## config.mk

```make
export PLATFORM = sky130hd
export DESIGN_NAME = button_accelerating_auto_repeat
export DESIGN_NICKNAME = d
export VERILOG_FILES = /design/src/sv/baar_pkg.sv /design/src/sv/button_accelerating_auto_repeat.sv /design/src/sv/baar_cfg.sv /design/src/sv/baar_core.sv
export SDC_FILE = /design/constraint.sdc
export NUM_CORES = 1
export LEC_CHECK = 0
export BUFFER_PORTS_ARGS = -buffer_cell sky130_fd_sc_hd__buf_4
export CORE_MARGIN = 2
export CORE_UTILIZATION = 45
export CTS_CLUSTER_DIAMETER = 150
export DETAILED_ROUTE_END_ITERATION = 7
export GPL_TIMING_DRIVEN = 0
export MAX_ROUTING_LAYER = met4
export SETUP_SLACK_MARGIN = 0.5
export SLEW_MARGIN = 10
export SYNTH_ARGS = -nofsm -noshare
export SYNTH_HDL_FRONTEND = slang
export SYNTH_SLANG_ARGS = --single-unit
```

## constraint.sdc

```tcl
create_clock -name clk -period 15.75 [get_ports clk]
set_input_delay 3.15 -clock clk [delete_from_list [all_inputs] [get_ports clk]]
set_output_delay 3.15 -clock clk [all_outputs]
set_load 0.01 [all_outputs]
```

## src/sv/baar_pkg.sv

```systemverilog
`default_nettype none

package baar_pkg;

  // Field and counter widths.
  localparam int CHAN_W = 3;
  localparam int PIN_W  = 8;
  localparam int EV_W   = 2;
  localparam int CFG_W  = 15;
  localparam int HOLD_W = 20;
  localparam int REP_W  = 16;

  // Reset values of the configuration registers.
  localparam logic [CFG_W-1:0] DEBOUNCE_RESET = 15'd50;
  localparam logic [CFG_W-1:0] REPEAT_RESET   = 15'd100;

  // Register indexes, taken from paddr[2].
  localparam logic REG_DEBOUNCE = 1'b0;
  localparam logic REG_REPEAT   = 1'b1;

  // Multiples of the repeat interval that mark the tiers and the pull-back.
  localparam int MUL_FAST     = 10;
  localparam int MUL_FASTEST  = 15;
  localparam int MUL_PULLBACK = 16;
  localparam int MUL_CLAMP    = 17;

  // Event codes.
  localparam logic [EV_W-1:0] EV_NONE    = 2'd0;
  localparam logic [EV_W-1:0] EV_NORMAL  = 2'd1;
  localparam logic [EV_W-1:0] EV_FAST    = 2'd2;
  localparam logic [EV_W-1:0] EV_FASTEST = 2'd3;

  // Thresholds derived from the configuration, held in registers.
  typedef struct packed {
    logic [CFG_W-1:0]  debounce;
    logic [CFG_W-1:0]  interval;
    logic [HOLD_W-1:0] fast;
    logic [HOLD_W-1:0] fastest;
    logic [HOLD_W-1:0] pullback;
    logic [HOLD_W-1:0] clamp;
  } thresh_t;

endpackage

`default_nettype wire

```

## src/sv/button_accelerating_auto_repeat.sv

```systemverilog
`default_nettype none

// Active-low key qualifier with accelerating auto-repeat for up to NUM_KEYS buttons.
// Each input item is one sampling tick for one button: s_tuser carries the channel,
// s_tdata the port byte and the pin mask. The button counts as pressed when the
// sample AND the mask is zero. Every item yields exactly one result item on the
// m_ side whose tdata holds the event code: none, normal, fast or fastest repeat.
// Throughput is one item per cycle while the receiver does not stall. An accepted
// item passes through the input register and then the result register, which
// drives m_tvalid: while the item sits in the input register, the channel's counter
// pair is read, updated and written back, and the result register is loaded at the
// same edge. That update sets the rate; one channel's items may follow back to back.
// When the receiver stalls, the result is held and the input register still
// takes one more item; s_tready then drops until the result is taken.
// Reset clears all counters, sets debounce to 50 and interval to 100 ticks and
// empties both registers. The APB registers should be written only while no item
// is in flight; new thresholds take effect once loaded into the threshold register.
module button_accelerating_auto_repeat #(
  parameter int NUM_KEYS = 8
) (
  input  wire         clk,
  input  wire         rst,
  // s_tdata: port_sample [7:0], pin_mask [15:8]
  input  wire  [15:0] s_tdata,
  // s_tuser: channel [2:0]
  input  wire  [2:0]  s_tuser,
  input  wire         s_tvalid,
  output logic        s_tready,
  // m_tdata: key_event [1:0], zero fill above
  output logic [7:0]  m_tdata,
  output logic        m_tvalid,
  input  wire         m_tready,
  input  wire         psel,
  input  wire         penable,
  input  wire         pwrite,
  input  wire  [2:0]  paddr,
  input  wire  [31:0] pwdata,
  output logic [31:0] prdata,
  output logic        pready
);

  baar_pkg::thresh_t            thr;
  logic                         in_valid;
  logic [baar_pkg::CHAN_W-1:0]  in_channel;
  logic [baar_pkg::PIN_W-1:0]   in_sample;
  logic [baar_pkg::PIN_W-1:0]   in_mask;
  logic                         advance;
  logic                         s_accept;
  logic [baar_pkg::EV_W-1:0]    ev_comb;
  logic [baar_pkg::EV_W-1:0]    ev_q;

  baar_cfg u_cfg (
    .clk     (clk),
    .rst     (rst),
    .psel    (psel),
    .penable (penable),
    .pwrite  (pwrite),
    .paddr   (paddr),
    .pwdata  (pwdata),
    .prdata  (prdata),
    .pready  (pready),
    .thr     (thr)
  );

  // The stage moves on whenever the result register is empty or being taken.
  assign advance  = !m_tvalid || m_tready;
  assign s_tready = !in_valid || advance;
  assign s_accept = s_tvalid && s_tready;

  // Input register.
  always_ff @(posedge clk) begin
    if (rst) begin
      in_valid <= 1'b0;
    end else if (s_accept) begin
      in_valid <= 1'b1;
    end else if (advance) begin
      in_valid <= 1'b0;
    end
  end

  always_ff @(posedge clk) begin
    if (s_accept) begin
      in_channel <= s_tuser;
      in_sample  <= s_tdata[7:0];
      in_mask    <= s_tdata[15:8];
    end
  end

  baar_core #(
    .NUM_KEYS (NUM_KEYS)
  ) u_core (
    .clk         (clk),
    .rst         (rst),
    .upd         (in_valid && advance),
    .channel     (in_channel),
    .port_sample (in_sample),
    .pin_mask    (in_mask),
    .thr         (thr),
    .key_event   (ev_comb)
  );

  // Result register.
  always_ff @(posedge clk) begin
    if (rst) begin
      m_tvalid <= 1'b0;
    end else if (advance) begin
      m_tvalid <= in_valid;
    end
  end

  always_ff @(posedge clk) begin
    if (advance) begin
      ev_q <= ev_comb;
    end
  end

  assign m_tdata = 8'(ev_q);

  // The output side is empty right after reset.
  a_reset_empty: assert property (@(posedge clk) rst |=> !m_tvalid)
    else $error("result valid after reset");

  // With no result waiting, the input side must be open.
  a_ready_when_empty: assert property (@(posedge clk) disable iff (rst)
    !m_tvalid |-> s_tready)
    else $error("input stalled with empty output");

  // An item that leaves the input register appears as a result.
  a_item_moves: assert property (@(posedge clk) disable iff (rst)
    in_valid && advance |=> m_tvalid)
    else $error("item lost between stages");

endmodule

`default_nettype wire

```

## src/sv/baar_cfg.sv

```systemverilog
`default_nettype none

module baar_cfg (
  input  wire                   clk,
  input  wire                   rst,
  input  wire                   psel,
  input  wire                   penable,
  input  wire                   pwrite,
  input  wire  [2:0]            paddr,
  input  wire  [31:0]           pwdata,
  output logic [31:0]           prdata,
  output logic                  pready,
  output baar_pkg::thresh_t     thr
);

  logic [baar_pkg::CFG_W-1:0] debounce;
  logic [baar_pkg::CFG_W-1:0] interval;
  logic                       wr_en;
  baar_pkg::thresh_t          thr_next;

  assign pready = 1'b1;
  assign wr_en  = psel && penable && pwrite && pready;

  // Register writes; only the low 15 bits of the data are kept.
  always_ff @(posedge clk) begin
    if (rst) begin
      debounce <= baar_pkg::DEBOUNCE_RESET;
      interval <= baar_pkg::REPEAT_RESET;
    end else if (wr_en) begin
      case (paddr[2])
        baar_pkg::REG_DEBOUNCE: debounce <= pwdata[baar_pkg::CFG_W-1:0];
        baar_pkg::REG_REPEAT:   interval <= pwdata[baar_pkg::CFG_W-1:0];
        default: ;
      endcase
    end
  end

  // Read-back of the register selected by the address.
  always_comb begin
    case (paddr[2])
      baar_pkg::REG_DEBOUNCE: prdata = 32'(debounce);
      baar_pkg::REG_REPEAT:   prdata = 32'(interval);
      default:                prdata = '0;
    endcase
  end

  // Thresholds are constant multiples of the interval plus the debounce time.
  // The largest, d + 17r, stays below 2^20.
  always_comb begin
    thr_next.debounce = debounce;
    thr_next.interval = interval;
    thr_next.fast     = baar_pkg::HOLD_W'(debounce)
                      + baar_pkg::HOLD_W'(interval) * baar_pkg::HOLD_W'(baar_pkg::MUL_FAST);
    thr_next.fastest  = baar_pkg::HOLD_W'(debounce)
                      + baar_pkg::HOLD_W'(interval) * baar_pkg::HOLD_W'(baar_pkg::MUL_FASTEST);
    thr_next.pullback = baar_pkg::HOLD_W'(debounce)
                      + baar_pkg::HOLD_W'(interval) * baar_pkg::HOLD_W'(baar_pkg::MUL_PULLBACK);
    thr_next.clamp    = baar_pkg::HOLD_W'(debounce)
                      + baar_pkg::HOLD_W'(interval) * baar_pkg::HOLD_W'(baar_pkg::MUL_CLAMP);
  end

  always_ff @(posedge clk) begin
    thr <= thr_next;
  end

endmodule

`default_nettype wire

```

## src/sv/baar_core.sv

```systemverilog
`default_nettype none

module baar_core #(
  parameter int NUM_KEYS = 8
) (
  input  wire                          clk,
  input  wire                          rst,
  input  wire                          upd,
  input  wire  [baar_pkg::CHAN_W-1:0]  channel,
  input  wire  [baar_pkg::PIN_W-1:0]   port_sample,
  input  wire  [baar_pkg::PIN_W-1:0]   pin_mask,
  input  baar_pkg::thresh_t            thr,
  output logic [baar_pkg::EV_W-1:0]    key_event
);

  localparam int IDX_W = (NUM_KEYS > 1) ? $clog2(NUM_KEYS) : 1;
  localparam int WIDE_W = IDX_W + baar_pkg::CHAN_W;

  logic [baar_pkg::HOLD_W-1:0] hold_count   [NUM_KEYS];
  logic [baar_pkg::REP_W-1:0]  repeat_count [NUM_KEYS];

  logic [WIDE_W-1:0]           chan_wide;
  logic [IDX_W-1:0]            idx;
  logic                        in_range;
  logic                        pressed;
  logic [baar_pkg::HOLD_W-1:0] hold_cur;
  logic [baar_pkg::HOLD_W-1:0] hold_clamped;
  logic [baar_pkg::REP_W-1:0]  rep_cur;
  logic [baar_pkg::EV_W-1:0]   tier;
  logic [baar_pkg::HOLD_W-1:0] hold_next;
  logic [baar_pkg::REP_W-1:0]  rep_next;

  // Channel decode; channels at or beyond NUM_KEYS leave the counters alone.
  assign chan_wide = {{IDX_W{1'b0}}, channel};
  assign idx       = chan_wide[IDX_W-1:0];
  assign in_range  = chan_wide < WIDE_W'(NUM_KEYS);
  assign pressed   = (port_sample & pin_mask) == '0;

  assign hold_cur = hold_count[idx];
  assign rep_cur  = repeat_count[idx];

  // Pull an over-long hold back, pick the tier, then step the counters.
  always_comb begin
    hold_clamped = (hold_cur > thr.clamp) ? thr.pullback : hold_cur;
    if (hold_clamped > thr.fastest) begin
      tier = baar_pkg::EV_FASTEST;
    end else if (hold_clamped > thr.fast) begin
      tier = baar_pkg::EV_FAST;
    end else if (hold_clamped > baar_pkg::HOLD_W'(thr.debounce)) begin
      tier = baar_pkg::EV_NORMAL;
    end else begin
      tier = baar_pkg::EV_NONE;
    end

    key_event = baar_pkg::EV_NONE;
    rep_next  = rep_cur;
    hold_next = hold_clamped + 1'b1;
    if (!pressed) begin
      hold_next = '0;
      rep_next  = '0;
    end else if (tier != baar_pkg::EV_NONE) begin
      if (rep_cur > baar_pkg::REP_W'(thr.interval)) begin
        rep_next  = '0;
        key_event = tier;
      end else begin
        rep_next = rep_cur + 1'b1;
      end
    end
    if (!in_range) begin
      key_event = baar_pkg::EV_NONE;
    end
  end

  // Per-channel counter pair, written back when the item leaves the stage.
  always_ff @(posedge clk) begin
    if (rst) begin
      for (int k = 0; k < NUM_KEYS; k++) begin
        hold_count[k]   <= '0;
        repeat_count[k] <= '0;
      end
    end else if (upd && in_range) begin
      hold_count[idx]   <= hold_next;
      repeat_count[idx] <= rep_next;
    end
  end

endmodule

`default_nettype wire

```

==> implementation parameters, run 1 <==
Parameter                              Value

Outcome
  Result of the run ... finished, final reports clean

Yosys
  Number of synthesized flops with an enable pin ... 309
  Main flop type after synthesis ... sky130_fd_sc_hd__edfxtp_1
  Cell variety after synth ... 78
  Mapped Area ... 0.02588 mm2
  Share of synthesized registers carrying an async set or reset ... 0
  Count of synthesis-stage warnings from yosys ... 0
  Post-Syn Instances ... 2263
  Post-synthesis sequential area ratio ... 0.4660
  Average cell area after synthesis ... 11.44 um2
  Total of flip-flops plus latches after synthesis ... 448

STA
  Total Negative Setup Slacks ... 0 ns
  Normalized max-slew margin ... 0.1485
  RSZ-0062 raised after global routing ... no
  Post-layout min period ... 9.005 ns
  Pin slew with the least headroom to its limit ... 1.266 ns
  Highest achievable clock rate ... 0.1110 GHz
  Clock skew after layout ... 0.01833 ns
  Tcrit/Tclk final ... 0.5718
  Count of endpoints failing hold in the final timing report ... 0
  Number of max-slew violations in the final report ... 0
  Final setup viols ... 0

Floorplanning
  Initial core utilization ... 0.4573
  Full die area ... 0.05945 mm2
  Standard-cell row count ... 87
  Die X-Extent ... 243.8 um
  Core Box Area ... 0.05660 mm2
  Top Ports ... 104
  Die Y-Extent ... 243.8 um

Setup path
  Standard cell with the maximum stage delay on the critical path ... sky130_fd_sc_hd__clkbuf_1
  Worst setup path class ... flip-flop to flip-flop
  CP delay by family, top ... buffers and inverters
  Setup slack, reg-to-reg ... 6.74 ns
  Worst stage delay on the critical path ... 0.74 ns
  Cell mode on critical path ... sky130_fd_sc_hd__o21ai_0
  Element type at the critical path end ... flip-flop
  CP startpoint kind ... flip-flop
  Buffer and inverter count on the worst path ... 8
  Endpoint required time on the critical path ... 16.07 ns
  Cell-by-cell listing of the critical path ... buf_4, buf_6, inv_1, clkbuf_1, mux2_2, ha_1, nand4_1, nor4_1, o21ai_0, a31oi_1, buf_2, buf_2, mux2_2, ha_1, o21ai_0, o21ai_0, a21oi_1, o21ai_0, o32ai_1, o21ai_0, clkbuf_1, a21bo_2, buf_1, nor4_1
  Largest fanout of any net on the critical path ... 10
  Data arrival time at the worst-slack endpoint ... 9.33 ns

Place
  Count of buffers inserted at the top-level ports ... 60
  Detail Placement HPWL ... 51450 um
  RD Place Congestion ... 0.9106
  Placement-stage cell area ... 0.02746 mm2

Routing
  Final routed wire length divided by cell count ... 23.09 um
  DRC viols ... 0
  Via density per instance ... 5.761
  First drt pass iteration count ... 5
  Total via count after detailed routing ... 18420
  Total length of routed wires ... 73840 um
  Detailed router's first-iteration violation count ... 1412
  Number of nets still failing antenna checks after routing ... 0

Clock network
  Number of buffers between clock root and the deepest sink ... 3
  Level count of the clock H-tree ... 2
  Number of setup buffers added after CTS ... 0
  TritonCTS clock tree ... built
  Number of hold-repair buffers added at the cts stage ... 0
  Clock transition time at the flip-flop clock pins of the worst setup and hold paths ... 0.06 ns
  Worst skew pair latency ... 0.61 ns
  Cells resized by post-CTS repair ... 0
  TritonCTS Buffers ... 50
  Buffer type at the clock tree root ... sky130_fd_sc_hd__clkbuf_16
  Total clock sinks ... 448

Power and ir drop
  Peak supply drop ... 0.08668 mV
  Power per cell area ... 113.4 mW/mm2
  Static leakage ... 11.72 nW

Final layout
  P&R area growth vs syn ... 12.14%
  Final net count ... 2734
  Fraction of final layout cells sized beyond drive strength 1 ... 0.1422
  Finished layout cell area ... 0.02902 mm2

Global route
  Antenna violations before repair ... 0
  Total Routing Usage GR ... 0.2554
  Vias in the first global route ... 18720
  Remaining Overflow, GRT ... 0
  Largest net degree at the start of global routing ... 37
  Wire length of the first global-routing pass ... 111300 um

Worst hold path
  Hold Path Class ... flip-flop to flip-flop

Run
  Max-capacitance violation count ... 0
-- final cells by class --
cell class                      instances  area [um2]
Tap cell                              756       945.9
Fill cell                            5058       27580
Clock buffer                           70        1378
Buffer                                107       603.1
Sequential cell                       448       12060
Clock inverter                         23       181.4
Antenna cell                            1       2.502
Inverter                              201       754.5
Timing Repair Buffer                   62       481.7
Multi-Input combinational cell       1530       12620
-- final timing paths --
path | startpoint | to | depth (start not counted)
setup / recovery | flip-flop | u_core.repeat_count[2][6] | 24
hold / removal | u_cfg.debounce[2] | u_cfg.thr[97] | 0
hold reg to reg | u_cfg.debounce[2] | u_cfg.thr[97] | 0
setup reg to reg | flip-flop | u_core.repeat_count[2][6] | 24
-- per-stage QoR --
stage,util,worst slack (ns),power [W],hold WS [ns],cells
2_1_floorplan,-,8.438,0.001917,0.3652,2286
3_3_place_gp,0.4834,5.655,0.002146,0.4570,3102
3_5_place_dp,0.4852,6.786,0.002169,0.4544,3104
4_1_cts,0.5127,6.705,0.003294,0.4583,3197
5_1_grt,0.5127,6.333,0.003417,0.4663,3197
6_report,0.5128,6.745,0.003292,0.4552,3198
-- cells in the final DEF (no fill, tap or decap), types with 20 or more instances in the layout --
master / Yosys / routed
sky130_fd_sc_hd__nor2_1: 233 / 233
sky130_fd_sc_hd__dfxtp_1: 139 / 139
sky130_fd_sc_hd__a21oi_1: 150 / 150
sky130_fd_sc_hd__inv_1: 199 / 199
sky130_fd_sc_hd__xor2_1: 20 / 20
sky130_fd_sc_hd__ha_1: 218 / 218
sky130_fd_sc_hd__nor3_1: 23 / 23
sky130_fd_sc_hd__edfxtp_1: 309 / 309
sky130_fd_sc_hd__buf_4: 33 / 93
sky130_fd_sc_hd__conb_1: 2 / 25
sky130_fd_sc_hd__clkbuf_16: 0 / 51
sky130_fd_sc_hd__o21ai_0: 58 / 58
sky130_fd_sc_hd__fa_1: 55 / 55
sky130_fd_sc_hd__nand2_1: 151 / 151
sky130_fd_sc_hd__nand3_1: 52 / 52
sky130_fd_sc_hd__xnor2_1: 52 / 52
sky130_fd_sc_hd__nor4_1: 78 / 78
sky130_fd_sc_hd__clkbuf_1: 51 / 67
sky130_fd_sc_hd__mux4_2: 72 / 72
sky130_fd_sc_hd__mux2_2: 52 / 52
-- power breakdown --
part	internal, W	switching (W)	total [W]	leakage [nW]
combinational	0.000278	0.000535	0.000813	6.63
sequential	0.00132	0.0000272	0.00135	4.33
clock	0.000644	0.000488	0.00113	0.764
-- per-layer routing --
layer | routed length (um) | track usage
met5 | 0 | -
met4 | 2473 | 0.08949
met2 | 36120 | 0.4294
met3 | 4542 | 0.03051
met1 | 30700 | 0.3190
-- synth_stat cells, types with 23 or more instances --
master | n | area, um2
sky130_fd_sc_hd__nor2_1 | 233 | 874.6
sky130_fd_sc_hd__clkbuf_1 | 51 | 191.4
sky130_fd_sc_hd__nand2_1 | 151 | 566.8
sky130_fd_sc_hd__nor4_1 | 78 | 488.0
sky130_fd_sc_hd__buf_4 | 33 | 247.7
sky130_fd_sc_hd__nand3_1 | 52 | 260.3
sky130_fd_sc_hd__dfxtp_1 | 139 | 2783
sky130_fd_sc_hd__o21ai_0 | 58 | 290.3
sky130_fd_sc_hd__nor3_1 | 23 | 115.1
sky130_fd_sc_hd__xnor2_1 | 52 | 455.4
sky130_fd_sc_hd__ha_1 | 218 | 2728
sky130_fd_sc_hd__fa_1 | 55 | 1101
sky130_fd_sc_hd__a21oi_1 | 150 | 750.7
sky130_fd_sc_hd__mux4_2 | 72 | 1622
sky130_fd_sc_hd__mux2_2 | 52 | 585.6
sky130_fd_sc_hd__inv_1 | 199 | 747.0
sky130_fd_sc_hd__edfxtp_1 | 309 | 9279
-- flip-flops by register name, summed over array words and instances (netlist names), named ones only --
| register | count |
|---|---|
| in_channel | 3 |
| u_cfg.interval | 15 |
| u_cfg.debounce | 15 |
| in_mask | 8 |
| in_sample | 8 |
| u_cfg.thr | 104 |
| u_core.hold_count | 160 |
| in_valid | 1 |
| u_core.repeat_count | 128 |
| ev_q | 2 |
| m_tvalid | 1 |
-- logic make-up (layout without fill, tap and decap cells) --
logic type	after synthesis	count (layout)	synth area share
AOI/OAI and AO/OA	361	361	0.09533
xor gates and xnor gates	72	72	0.02436
adders and majority gates	273	273	0.1479
buffers and inverters	308	463	0.05245
DFF	448	448	0.4660
muxes	144	144	0.09349
other	2	26	0.0002902
and+or+nand+nor	655	655	0.1201
Power figures use the tool's default switching activity.
==> run 2, diff against run 1 <==
==> constraint.sdc (replaced) <==
create_clock -name clk -period 8.9 [get_ports clk]
set_input_delay 1.78 -clock clk [delete_from_list [all_inputs] [get_ports clk]]
set_output_delay 1.78 -clock clk [all_outputs]
set_load 0.01 [all_outputs]
==> run 2 against run 1 <==
Die area did not move. Highest routed layer unchanged. First-iteration DRC count rose by 7.6%. Critical endpoint is now u_core.repeat_count[6][4]. Critical path depth did not move. Clock skew barely moved. Clock power rose by 78%. Largest power group unchanged. Sequential cell count did not move. Final area rose by 0.22%.
==> implementation parameters, run 2 (synthesis gave the netlist of run 1 again) <==
Parameter                              Value

Outcome
  Result of the run ... finished, final reports clean

Place
  Count of buffers inserted at the top-level ports ... 60
  Placement-stage cell area ... 0.02746 mm2
  RD Place Congestion ... 0.9106
  Detail Placement HPWL ... 51450 um

Clock network
  Number of buffers between clock root and the deepest sink ... 3
  Number of setup buffers added after CTS ... 0
  Total clock sinks ... 448
  TritonCTS Buffers ... 50
  Worst skew pair latency ... 0.61 ns
  Level count of the clock H-tree ... 2
  TritonCTS clock tree ... built
  Buffer type at the clock tree root ... sky130_fd_sc_hd__clkbuf_16
  Clock transition time at the flip-flop clock pins of the worst setup and hold paths ... 0.06 ns

Setup path
  Largest fanout of any net on the critical path ... 10
  Worst stage delay on the critical path ... 0.55 ns
  Logic depth of the worst path, buffers included ... 24
  Register-to-Register Path Depth ... 24
  Endpoint of the lowest-slack register-to-register path ... u_core.repeat_count[6][4]
  Worst setup path class ... flip-flop to flip-flop
  CP startpoint kind ... flip-flop
  Buffer and inverter count on the worst path ... 7
  Endpoint required time on the critical path ... 9.23 ns
  Element type at the critical path end ... flip-flop
  CP delay by family, top ... compound AO/OA/AOI/OAI gates
  Standard cell with the maximum stage delay on the critical path ... sky130_fd_sc_hd__o21ai_0
  Data arrival time at the worst-slack endpoint ... 8.42 ns
  Cell mode on critical path ... sky130_fd_sc_hd__o21ai_0
  Cell-by-cell listing of the critical path ... buf_6, buf_8, buf_6, buf_6, mux4_2, mux2_2, ha_1, nand4_1, nor4_2, o21ai_0, a31oi_4, buf_2, buf_2, mux2_2, ha_1, o21ai_0, o21ai_0, a21oi_1, o21ai_0, o32ai_2, o21a_1, a21oi_1, clkbuf_1, nor4_1
  Setup slack, reg-to-reg ... 0.80 ns

Global route
  Total Routing Usage GR ... 0.2554
  Antenna violations before repair ... 0
  Wire length of the first global-routing pass ... 111300 um
  Largest net degree at the start of global routing ... 37
  Remaining Overflow, GRT ... 0
  Vias in the first global route ... 18740

Worst hold path
  Hold Path Class ... flip-flop to flip-flop
  Worst min-delay path startpoint ... u_cfg.debounce[2]
  Hold Crit Depth ... 0
  End point of the most critical hold path ... u_cfg.thr[97]

Routing
  Via density per instance ... 5.781
  Total via count after detailed routing ... 18490
  Total length of routed wires ... 73850 um
  Final routed wire length divided by cell count ... 23.09 um
  Number of nets still failing antenna checks after routing ... 0
  Detailed router's first-iteration violation count ... 1519
  First drt pass iteration count ... 6
  DRC viols ... 0

STA
  Highest achievable clock rate ... 0.1235 GHz
  Number of max-slew violations in the final report ... 0
  Pin slew with the least headroom to its limit ... 1.204 ns
  Final setup viols ... 0
  Count of endpoints failing hold in the final timing report ... 0
  Clock skew after layout ... 0.01866 ns
  Tcrit/Tclk final ... 0.9097
  RSZ-0062 raised after global routing ... no
  Post-layout min period ... 8.096 ns
  Normalized max-slew margin ... 0.1960
  Worst hold margin ... 0.4547 ns

Final layout
  Final net count ... 2734
  Largest registers ... u_core.hold_count x160, u_core.repeat_count x128, u_cfg.thr x104
  Most used cells in the layout excluding fill and tap cells ... 309 x sky130_fd_sc_hd__edfxtp_1, 233 x sky130_fd_sc_hd__nor2_1, 218 x sky130_fd_sc_hd__ha_1
  Finished layout cell area ... 0.02909 mm2
  Most common library cell in the layout ignoring fill and taps ... sky130_fd_sc_hd__edfxtp_1
  Fraction of final layout cells sized beyond drive strength 1 ... 0.1487
  P&R area growth vs syn ... 12.39%
  Largest register FFs ... 160
  Register with the most flip-flops ... u_core.hold_count
  Total of fill cells in the finished design ... 5053

Floorplanning
  Top Ports ... 104
  Core Box Area ... 0.05660 mm2
  Standard-cell row count ... 87
  Die Y-Extent ... 243.8 um
  Die X-Extent ... 243.8 um
  Initial core utilization ... 0.4573
  Full die area ... 0.05945 mm2

Power and ir drop
  Power per cell area ... 200.9 mW/mm2
  Static leakage ... 11.76 nW
  Peak supply drop ... 0.1545 mV

Run
  Max-capacitance violation count ... 0
==> run 2: cell count changes in the layout (fill, tap and decap cells not counted), moves of 2 or more <==
cell                       delta
sky130_fd_sc_hd__clkbuf_1    -10
sky130_fd_sc_hd__clkbuf_2    +10
sky130_fd_sc_hd__a41oi_1      -2
sky130_fd_sc_hd__a41oi_2      +2
==> run 2: repair_timing <==
action	in CTS	in global routing
endpoints found under the setup margin	152	92
endpoints found under the hold margin	0	0
gates resized for setup	7	16
hold buffers	0	0
==> run 2: final cells by class <==
cell class,count,area (um2),share of cell area
Antenna cell,1,2.502,0.00008603
Clock buffer,70,1378,0.04736
Timing Repair Buffer,62,481.7,0.01656
Tap cell,756,945.9,0.03252
Sequential cell,448,12060,0.4147
Multi-Input combinational cell,1530,12670,0.4355
Clock inverter,23,181.4,0.006237
Inverter,201,754.5,0.02594
Buffer,107,615.6,0.02116
==> run 2: stage by stage <==
step | utilization | worst slack [ns] | total power (W) | std cells | setup TNS [ns]
2_1_floorplan | - | 2.227 | 0.003392 | 2286 | 0
3_3_place_gp | 0.4834 | -1.195 | 0.003798 | 3102 | -105.04
3_5_place_dp | 0.4852 | -0.06417 | 0.003838 | 3104 | -0.6140
4_1_cts | 0.5132 | 0.6860 | 0.005835 | 3197 | 0
5_1_grt | 0.5138 | 0.5068 | 0.006062 | 3197 | 0
6_report | 0.5139 | 0.8041 | 0.005844 | 3198 | 0
==> run 2: worst max-delay path by stage <==
stage	startpoint	end	slack [ns]
finish	flip-flop	u_core.repeat_count[6][4]	0.80
global route	flip-flop	u_core.repeat_count[6][4]	0.51
CTS	flip-flop	u_core.repeat_count[4][5]	0.69
detailed placement	flip-flop	u_core.repeat_count[0][6]	-0.06
global placement	flip-flop	u_core.repeat_count[0][9]	-1.20
floorplan	flip-flop	u_core.repeat_count[0][9]	2.23
==> run 2: per-layer routing <==
metal / wire (um) / vias to the layer above / GRT usage
li1: - / 8498 / -
met1: 30700 / 9172 / 0.3205
met2: 36100 / 673 / 0.4296
met3: 4465 / 144 / 0.02809
met4: 2580 / 0 / 0.08967
met5: 0 / - / -
==> run 2: where the power goes <==
| group | switching (W) | leakage (nW) | internal (W) |
|---|---|---|---|
| clock | 0.000867 | 0.764 | 0.00114 |
| combinational | 0.000951 | 6.67 | 0.000502 |
| sequential | 0.0000481 | 4.33 | 0.00234 |
==> run 3, diff against run 2 <==
--- a/config.mk
+++ b/config.mk
@@ -7,11 +7,12 @@
 export LEC_CHECK = 0
 export BUFFER_PORTS_ARGS = -buffer_cell sky130_fd_sc_hd__buf_4
 export CORE_MARGIN = 2
-export CORE_UTILIZATION = 45
+export CORE_UTILIZATION = 63
 export CTS_CLUSTER_DIAMETER = 150
 export DETAILED_ROUTE_END_ITERATION = 7
 export GPL_TIMING_DRIVEN = 0
 export MAX_ROUTING_LAYER = met4
+export PLACE_DENSITY = 0.81
 export SETUP_SLACK_MARGIN = 0.5
 export SLEW_MARGIN = 10
 export SYNTH_ARGS = -nofsm -noshare
==> run 3 against run 2 <==
Critical path depth shrank 2. Critical path type unchanged. Global-route usage grew 8.9 points. Utilization increased by 20 points. Sequential power hardly changed. Worst hold slack got worse by 0.011 ns.
==> implementation parameters, run 3 (synthesis gave the netlist of run 1 again) <==
Parameter                              Value

Run
  Max-capacitance violation count ... 0

STA
  RSZ-0062 raised after global routing ... no
  Final setup viols ... 0
  Worst hold margin ... 0.4442 ns
  Normalized max-slew margin ... 0.2594
  Post-layout min period ... 8.063 ns
  Total Negative Setup Slacks ... 0 ns
  Number of max-slew violations in the final report ... 0
  Highest achievable clock rate ... 0.1240 GHz
  Tcrit/Tclk final ... 0.9059
  Count of endpoints failing hold in the final timing report ... 0
  Pin slew with the least headroom to its limit ... 1.101 ns
  Clock skew after layout ... 0.02997 ns

Setup path
  Largest fanout of any net on the critical path ... 10
  Worst setup path class ... flip-flop to flip-flop
  CP startpoint kind ... flip-flop
  Cell-by-cell listing of the critical path ... buf_4, buf_6, inv_1, clkbuf_1, mux2_2, ha_1, nand4_1, nor4_2, o21ai_0, a31oi_4, buf_2, buf_2, mux2_2, ha_1, nand4_1, nor2_1, and4_1, nand2_1, o2111a_1, o21a_1, o31ai_1, nor4_1
  Buffer and inverter count on the worst path ... 6
  Worst stage delay on the critical path ... 0.95 ns
  Standard cell with the maximum stage delay on the critical path ... sky130_fd_sc_hd__o31ai_1
  Endpoint required time on the critical path ... 9.17 ns
  Data arrival time at the worst-slack endpoint ... 8.33 ns
  Element type at the critical path end ... flip-flop
  CP delay by family, top ... compound AO/OA/AOI/OAI gates

Routing
  Total via count after detailed routing ... 19180
  Via density per instance ... 6.463
  DRC viols ... 0
  Number of nets still failing antenna checks after routing ... 0
  Final routed wire length divided by cell count ... 23.82 um
  Detailed router's first-iteration violation count ... 2021
  Total length of routed wires ... 70700 um
  First drt pass iteration count ... 8

Final layout
  Fraction of final layout cells sized beyond drive strength 1 ... 0.1520
  Final standard cell count with taps included and fillers excluded ... 2968
  Most used cells in the layout excluding fill and tap cells ... 309 x sky130_fd_sc_hd__edfxtp_1, 233 x sky130_fd_sc_hd__nor2_1, 218 x sky130_fd_sc_hd__ha_1
  Finished layout cell area ... 0.02892 mm2
  Final net count ... 2737
  P&R area growth vs syn ... 11.74%
  Register with the most flip-flops ... u_core.hold_count
  Largest register FFs ... 160
  Largest registers ... u_core.hold_count x160, u_core.repeat_count x128, u_cfg.thr x104
  Most common library cell in the layout ignoring fill and taps ... sky130_fd_sc_hd__edfxtp_1

Global route
  Remaining Overflow, GRT ... 0
  Wire length of the first global-routing pass ... 106700 um
  Vias in the first global route ... 19190
  Largest net degree at the start of global routing ... 26
  Antenna violations before repair ... 0
  Total Routing Usage GR ... 0.3448

Power and ir drop
  Combinational fraction of design power ... 0.250
  Peak supply drop ... 0.1474 mV
  Power Internal ... 0.004058 W
  Clock network fraction of design power ... 0.346
  Switching share of power ... 0.3115
  Power after layout ... 0.005894 W
  Switching power ... 0.001836 W
  Static leakage ... 11.79 nW
  Power per cell area ... 203.8 mW/mm2
  Portion of total power attributed to sequential cells ... 0.404

Place
  DP Cell Count ... 2887
  Count of buffers inserted at the top-level ports ... 60
  Detail Placement HPWL ... 50210 um
  Placement-stage cell area ... 0.02728 mm2
  RD Place Congestion ... 0.9349

Outcome
  Result of the run ... finished, final reports clean

Floorplanning
  Die X-Extent ... 206.7 um
  Top Ports ... 104
  Standard-cell row count ... 74
  Initial core utilization ... 0.6368
  Core Box Area ... 0.04065 mm2
  Die Y-Extent ... 206.7 um
  Full die area ... 0.04272 mm2

Clock network
  Number of buffers between clock root and the deepest sink ... 3
  TritonCTS clock tree ... built
  Clock transition time at the flip-flop clock pins of the worst setup and hold paths ... 0.06 ns
  Worst skew pair latency ... 0.59 ns
  TritonCTS Buffers ... 46
  Total clock sinks ... 448
  Level count of the clock H-tree ... 2
  Number of hold-repair buffers added at the cts stage ... 0
  Number of setup buffers added after CTS ... 0
  Buffer type at the clock tree root ... sky130_fd_sc_hd__clkbuf_16

Worst hold path
  Hold Path Class ... flip-flop to flip-flop
-- run 3: cell count changes in the layout (fill, tap and decap cells not counted), sizes merged --
| cell | before | now |
|---|---|---|
| bufinv | 2 | 7 |
| inv | 203 | 204 |
| clkinvlp | 2 | 1 |
| clkinv | 17 | 14 |
| clkbuf | 121 | 105 |
| buf | 118 | 126 |
-- run 3: per-stage QoR --
step           utilization  worst slack, ns
2_1_floorplan            -            2.227
3_3_place_gp        0.6663          -0.5511
3_5_place_dp        0.6712           0.1319
4_1_cts             0.7105           0.7053
5_1_grt             0.7115           0.5171
6_report            0.7115           0.8374
-- run 3: path summary, 6_finish.rpt --
kind | cells past startpoint | slack, ns | to | startpoint
setup reg to reg | 22 | 0.84 | u_core.repeat_count[5][5] | flip-flop
hold reg to reg | 0 | 0.44 | u_cfg.thr[95] | u_cfg.debounce[0]
hold / removal | 0 | 0.44 | u_cfg.thr[95] | u_cfg.debounce[0]
setup / recovery | 22 | 0.84 | u_core.repeat_count[5][5] | flip-flop
-- run 3: routing by layer --
layer	vias up	part of all wire	routed length [um]	track usage
met3	270	0.096	6788	0.06217
met5	-	0	0	-
met2	1162	0.49	34400	0.5640
li1	8512	-	-	-
met1	9239	0.36	25540	0.4092
met4	0	0.056	3964	0.1821
-- run 3: area by class of cell --
class	instances	area [um2]
inverters	201	754.5
fillers	2758	11730
well taps	532	665.6
flip-flops and latches	448	12060
plain buffers	107	613.1
clock inverters	25	307.8
multi-input cells	1530	12630
clock buffers	55	1267
diodes	1	2.502
repair buffers	69	618.1
-- run 3: what timing repair did --
action | 4_1_cts | 5_1_grt
endpoints found under the setup margin | 128 | 128
hold endpoints to repair | 0 | 0
resized for setup | 8 | 11
-- run 3: worst register-to-register path: cells and delay by family, from the launching register on --
family | cells | cell delay (ns)
compound gates | 5 | 2.39
buf+inv | 6 | 1.86
simple gates | 7 | 1.58
mux | 2 | 0.94
fa+ha+maj | 2 | 0.64
flops | 1 | 0.34
-- run 3: power groups by stage --
stage,logic (W),clock network [W],registers [W]
2_1_floorplan,0.000984,0,0.00241
3_3_place_gp,0.00133,0,0.00242
3_5_place_dp,0.00140,0,0.00243
4_1_cts,0.00142,0.00204,0.00238
5_1_grt,0.00157,0.00212,0.00239
6_report,0.00147,0.00204,0.00238
